## src/hw/rtl/incremental_pi_regulator_assert.svh

```systemverilog
`ifndef INCREMENTAL_PI_REGULATOR_ASSERT_SVH
`define INCREMENTAL_PI_REGULATOR_ASSERT_SVH

// Condition in the same cycle.
`define IPR_ASSERT_NOW(lbl, ante, cons, msg) \
    lbl: assert property (@(posedge aclk) disable iff (!aresetn) (ante) |-> (cons)) \
        else $error(msg);

// Condition in the following cycle.
`define IPR_ASSERT_NEXT(lbl, ante, cons, msg) \
    lbl: assert property (@(posedge aclk) disable iff (!aresetn) (ante) |=> (cons)) \
        else $error(msg);

`endif

```

## src/hw/rtl/ipr_pkg.sv

```systemverilog
package ipr_pkg;

    localparam int ADDR_W = 5;
    localparam int ERR_W  = 17;
    localparam int SUM_W  = 24;

    localparam logic [2:0] REG_TARGET     = 3'd0;
    localparam logic [2:0] REG_PROP_GAIN  = 3'd1;
    localparam logic [2:0] REG_INTEG_GAIN = 3'd2;
    localparam logic [2:0] REG_DRIVE_LOW  = 3'd3;
    localparam logic [2:0] REG_DRIVE_HIGH = 3'd4;
    localparam logic [2:0] REG_DEAD_ZONE  = 3'd5;

    localparam logic [15:0] RST_TARGET     = 16'd0;
    localparam logic [15:0] RST_PROP_GAIN  = 16'd2458;
    localparam logic [15:0] RST_INTEG_GAIN = 16'd123;
    localparam logic [15:0] RST_DRIVE_LOW  = 16'd0;
    localparam logic [15:0] RST_DRIVE_HIGH = 16'd25600;
    localparam logic [14:0] RST_DEAD_ZONE  = 15'd128;

    typedef struct packed {
        logic [15:0] target_value;
        logic [15:0] prop_gain;
        logic [15:0] integ_gain;
        logic [15:0] drive_low;
        logic [15:0] drive_high;
        logic [14:0] dead_zone;
    } cfg_t;

    typedef struct packed {
        logic [15:0] drive;
        logic        at_high;
        logic        at_low;
        logic        in_dead_zone;
    } result_t;

endpackage

```

## src/hw/rtl/ipr_datapath.sv

```systemverilog
module ipr_datapath (
    input  ipr_pkg::cfg_t                 cfg,
    input  logic [15:0]                   measured,
    input  logic [ipr_pkg::ERR_W-1:0]     prev_error,
    input  logic [15:0]                   held_drive,
    output logic [ipr_pkg::ERR_W-1:0]     error,
    output ipr_pkg::result_t              result
);

    logic signed [16:0] err;
    logic signed [17:0] err_x;
    logic signed [17:0] diff;
    logic signed [17:0] dz;
    logic signed [17:0] tgt_dist;
    logic signed [17:0] meas_dist;
    logic signed [33:0] prop_prod;
    logic signed [32:0] integ_prod;
    logic signed [21:0] prop_inc;
    logic signed [20:0] integ_inc;
    logic signed [22:0] inc;
    logic signed [ipr_pkg::SUM_W-1:0] base;
    logic signed [ipr_pkg::SUM_W-1:0] sum;
    logic signed [ipr_pkg::SUM_W-1:0] lim_low;
    logic signed [ipr_pkg::SUM_W-1:0] lim_high;
    logic signed [ipr_pkg::SUM_W-1:0] after_high;
    logic in_band;
    logic near_low;
    logic hit_high;
    logic hit_low;

    always_comb begin
        err        = $signed({cfg.target_value[15], cfg.target_value})
                   - $signed({measured[15], measured});
        err_x      = {err[16], err};
        diff       = err_x - $signed({prev_error[16], prev_error});
        dz         = $signed({3'b000, cfg.dead_zone});
        tgt_dist   = $signed({{2{cfg.target_value[15]}}, cfg.target_value})
                   - $signed({{2{cfg.drive_low[15]}}, cfg.drive_low});
        meas_dist  = $signed({{2{measured[15]}}, measured})
                   - $signed({{2{cfg.drive_low[15]}}, cfg.drive_low});

        prop_prod  = $signed({2'b00, cfg.prop_gain}) * diff;
        integ_prod = $signed({1'b0, cfg.integ_gain}) * err;
        prop_inc   = prop_prod[33:12];
        integ_inc  = integ_prod[32:12];
        inc        = {prop_inc[21], prop_inc} + {{2{integ_inc[20]}}, integ_inc};

        in_band    = (err_x <= dz) && (err_x >= -dz);
        near_low   = (tgt_dist < dz) && (tgt_dist > -dz)
                   && (meas_dist < dz) && (meas_dist > -dz);

        lim_low    = $signed({{8{cfg.drive_low[15]}}, cfg.drive_low});
        lim_high   = $signed({{8{cfg.drive_high[15]}}, cfg.drive_high});

        if (in_band && near_low) begin
            base = lim_low;
        end else begin
            base = $signed({{8{held_drive[15]}}, held_drive});
        end

        if (in_band) begin
            sum = base;
        end else begin
            sum = base + $signed({inc[22], inc});
        end

        hit_high   = sum >= lim_high;
        after_high = hit_high ? lim_high : sum;
        hit_low    = after_high <= lim_low;

        error               = err;
        result.drive        = hit_low ? cfg.drive_low : after_high[15:0];
        result.at_high      = hit_high;
        result.at_low       = hit_low;
        result.in_dead_zone = in_band;
    end

endmodule

```

## config.mk

```make
export PLATFORM = sky130hd
export DESIGN_NAME = ipr_datapath
export DESIGN_NICKNAME = d
export VERILOG_FILES = /design/src/hw/rtl/incremental_pi_regulator_assert.svh /design/src/hw/rtl/ipr_pkg.sv /design/src/hw/rtl/ipr_datapath.sv
export SDC_FILE = /design/constraint.sdc
export NUM_CORES = 2
export LEC_CHECK = 0
export ABC_AREA = 0
export BUFFER_PORTS_ARGS = -buffer_cell sky130_fd_sc_hd__buf_4
export CAP_MARGIN = 10
export CORE_ASPECT_RATIO = 1.1
export CORE_UTILIZATION = 30
export DETAILED_ROUTE_END_ITERATION = 8
export PLACE_DENSITY = 0.52
export SLEW_MARGIN = 40
export SYNTH_ARGS = -nofsm -noshare
export SYNTH_HDL_FRONTEND = slang
export SYNTH_SLANG_ARGS = --single-unit
```

## constraint.sdc

```tcl
create_clock -name vclk -period 44.1
set_input_delay 4.41 -clock vclk [all_inputs]
set_output_delay 4.41 -clock vclk [all_outputs]
set_load 0.005 [all_outputs]
```

== Word level (Yosys, flattened, before mapping) ==
Index checks and enable logic that the tools add are counted.

* Add/subtract/negate cells: 7
* $mul: 2
* Magnitude comparators: 8
* Mux-type cells: 4
* Reductions and logical operators: 5

{| class="wikitable"
|+ Operator list
! operator !! count
|-
| 24-bit 2-to-1 mux || 3
|-
| 16-bit by 16-bit subtractor with 17-bit output || 3
|-
| 17-bit by 18-bit greater-than comparator with 1-bit output || 2
|-
| 17-bit by 16-bit less-than comparator with 1-bit output || 2
|-
| 17-bit by 18-bit multiplier with 34-bit output || 1
|-
| 17-bit by 17-bit multiplier with 33-bit output || 1
|-
| 24-bit by 23-bit adder with 24-bit output || 1
|-
| 24-bit by 16-bit >= comparator with 1-bit output || 1
|-
| 24-bit by 16-bit <= comparator with 1-bit output || 1
|-
| 22-bit by 21-bit adder with 23-bit output || 1
|-
| 17-bit by 18-bit >= comparator with 1-bit output || 1
|-
| 15-bit negator with 18-bit output || 1
|-
| 17-bit by 17-bit subtractor with 18-bit output || 1
|-
| 17-bit by 16-bit <= comparator with 1-bit output || 1
|-
| 16-bit 2-to-1 mux || 1
|-
| 1-bit logical AND || 5
|}

* Bits in registers: 0
* Bits of input ports: 144
* Output and inout bits: 36
* Word-level logic and storage cells: 26

== Logic depth before layout (Yosys ltp) ==
* Depth in word-level cells: 13
* Mapped depth: 74
* Mapped depth without buffers: 69

== Worst setup path before layout ==
No wires, ideal clock.

* Kind: input to output
* Start point: in cfg[79] (netlist bit)
* End point: out result[16] (netlist bit)
* Arrival: 19,215 ps
* Data required time: 39,690 ps
* Path slack: 20,475 ps
* Stages: 68
* Path buffers: 6
* Path through: inv_1 ha_1 fa_1 nand2b_1 a21oi_1 o41a_1 a21oi_1 xnor2_1 clkbuf_1 ha_1 clkbuf_1 a21oi_1 o21bai_1 clkbuf_1 nor3_1 a2111oi_0 o311ai_1 clkbuf_1 [32 not listed] o21a_1 o22ai_1 mux2i_1 clkbuf_1 clkbuf_1 nand2_1 o22ai_1 ha_1 nor2b_1 o21a_1 o21ai_0 a21oi_1 o31ai_1 a21oi_1 nor3_1 inv_1 or3_1 o211ai_1

{| class="wikitable"
|+ RTL lines
! element !! line !! RTL
|-
| start: declaration || ipr_datapath.sv:2 || <nowiki>input ipr_pkg::cfg_t cfg,</nowiki>
|-
| end: declaration || ipr_datapath.sv:7 || <nowiki>output ipr_pkg::result_t result</nowiki>
|}

==> impl_metrics.json <==
{
  "yosysWarnings": 0,
  "drt_pass1_iterations": 5,
  "min_path_type": "in2out",
  "status": "finished, final reports clean",
  "n_clock_buffer": 0,
  "yosysTopAreaCell": "fa_1",
  "grt-ovfl-total": 0,
  "setup_ws_ns": 17.63,
  "seq_area_frac_synth": 0,
  "core-area_um2": 95900,
  "hold_end": "result[4]",
  "antenna_found_initial": 4,
  "seq_area_um2": 0,
  "netlist_area_um2": 29000,
  "met2_usage": 0.345,
  "setup_violations": 0,
  "max_freq_ghz": 0.0378,
  "dieArea_um2": 98100,
  "syn_to_final_growth_pct": 10.2,
  "synth_area_per_cell_um2": 8.30,
  "netlist_instances": 3501,
  "grtUsageMet3": 0.0196,
  "fin_crit_ns": 26.47,
  "port_buffers": 180,
  "wl_per_cell_um": 19.7,
  "gr-usage-all-layers": 0.197,
  "vias_per_cell": 4.96,
  "finalCritPeriodShare": 0.600,
  "vias": 24200,
  "synth_top_area_frac": 0.356,
  "hold_path.startpoint": "cfg[16]",
  "crit_slowest_cell": "clkinv_1",
  "drt-initial-drc-count": 1491,
  "max_stage_delay_ns": 0.63,
  "preCtsSetupSlack_ns": 18.07,
  "maxSlewViolCount": 0,
  "worstMarginPinSlew_ns": 0.939,
  "start_util": 0.303,
  "cp_max_fo": 26,
  "critPathLaunchType": "primary input",
  "drcViolationCount": 0,
  "worstSetupEndpointType": "output port",
  "arrival_ns": 22.06,
  "grt_pass1_wl_um": 150000,
  "rows": 119,
  "dp_hpwl_um": 80300,
  "antenna_left": 0,
  "drive_gt1_frac": 0.0789,
  "drt-total-wl_um": 96100,
  "slew_headroom": 0.374,
  "io_pins": 180,
  "final_area_um2": 32000,
  "hold_violations": 0,
  "hold_buffers": 0,
  "top_usage_layer": "met2",
  "rsz0062_at_grt": "false",
  "path_class": "in2out",
  "die-width_um": 299,
  "netlist_top_cells_area": "fa_1, ha_1, inv_1, nand2_1, and2_1",
  "worstHoldPathCells": 4,
  "gp_congestion": 0.904,
  "drv_cap": 0,
  "die_y_um": 328,
  "synth.most_common_cell": "inv_1",
  "cts_setup_buffers": 0,
  "final_net_count": 4708,
  "cts_resized": 0,
  "grt_max_degree": 42,
  "required_ns": 39.69,
  "grt_pass1_vias": 25000,
  "synth_nets": 4596,
  "place_area_um2": 32000,
  "setup-tns-final_ns": 0,
  "synth_common_cells": "inv_1, fa_1, ha_1, nand2_1, and2_1",
  "seq_cell_count": 0,
  "ys_types": 78,
  "use_met1": 0.264
}
## layer usage
metal / wire (um) / share of wire
met1: 42600 / 0.44
met2: 46300 / 0.48
met3: 5280 / 0.055
met4: 1830 / 0.019
met5: 48 / 0.00050
## per-stage QoR
stage | hold slack, ns | util | instances
6_report | 9.19 | 0.334 | 4882
4_1_cts | 9.20 | 0.334 | 4880
2_1_floorplan | 8.94 | - | 3501
3_5_place_dp | 9.19 | 0.334 | 4880
5_1_grt | 9.23 | 0.334 | 4881
3_3_place_gp | 9.19 | 0.333 | 4880
## how the worst max path moves through the flow
stage,end,slack [ns],startpoint
finish,result[16],17.63,measured[1]
global route,result[16],16.47,measured[1]
CTS,result[15],18.02,measured[1]
detailed placement,result[15],18.07,measured[1]
global placement,result[15],18.05,cfg[79]
floorplan,result[16],20.47,cfg[79]
## layout by cell type, fill, tap and decap left out, types with 15 or more instances in the layout
cell type / count
nand4_1: 23
nand3_1: 52
nand2b_1: 37
and2_1: 219
or3_1: 19
inv_1: 749
nor3_1: 47
fa_1: 515
a21oi_1: 121
a31oi_1: 20
a211oi_1: 43
a21o_1: 54
o31ai_1: 15
xor2_1: 35
and3_1: 31
ha_1: 434
buf_4: 220
nor2_1: 110
nor2b_1: 74
o21a_1: 30
o21ai_0: 82
xnor2_1: 86
o21bai_1: 18
nand2_1: 381
## cells by family (layout without fill, tap and decap cells)
logic type	Yosys count	in the layout	share of synthesized area
AO/OA/AOI/OAI	507	507	0.121
XOR/XNOR	136	136	0.0410
adder cells (fa/ha/maj)	951	951	0.543
buffers and inverters	863	973	0.113
multiplexers	17	17	0.00612
other	0	1	0
AND/OR/NAND/NOR	1027	1027	0.176
## critical path: cells and delay by family
kind	cells	cell delay, ns
AO/OA/AOI/OAI	31	6.76
buffers and inverters	14	2.79
multiplexers	1	0.30
adder cells (fa/ha/maj)	13	5.45
XOR/XNOR	2	0.32
AND/OR/NAND/NOR	12	1.97
## area by class of cell
type               count  area (um^2)
repair buffers       221         1660
fillers            10200        63900
multi-input cells   2638        25900
inverters            752         2820
diodes                 1         2.50
well taps           1270         1590
Power is not shown: default switching activity piles up to over one toggle a cycle in this logic, so the estimate is an artifact.
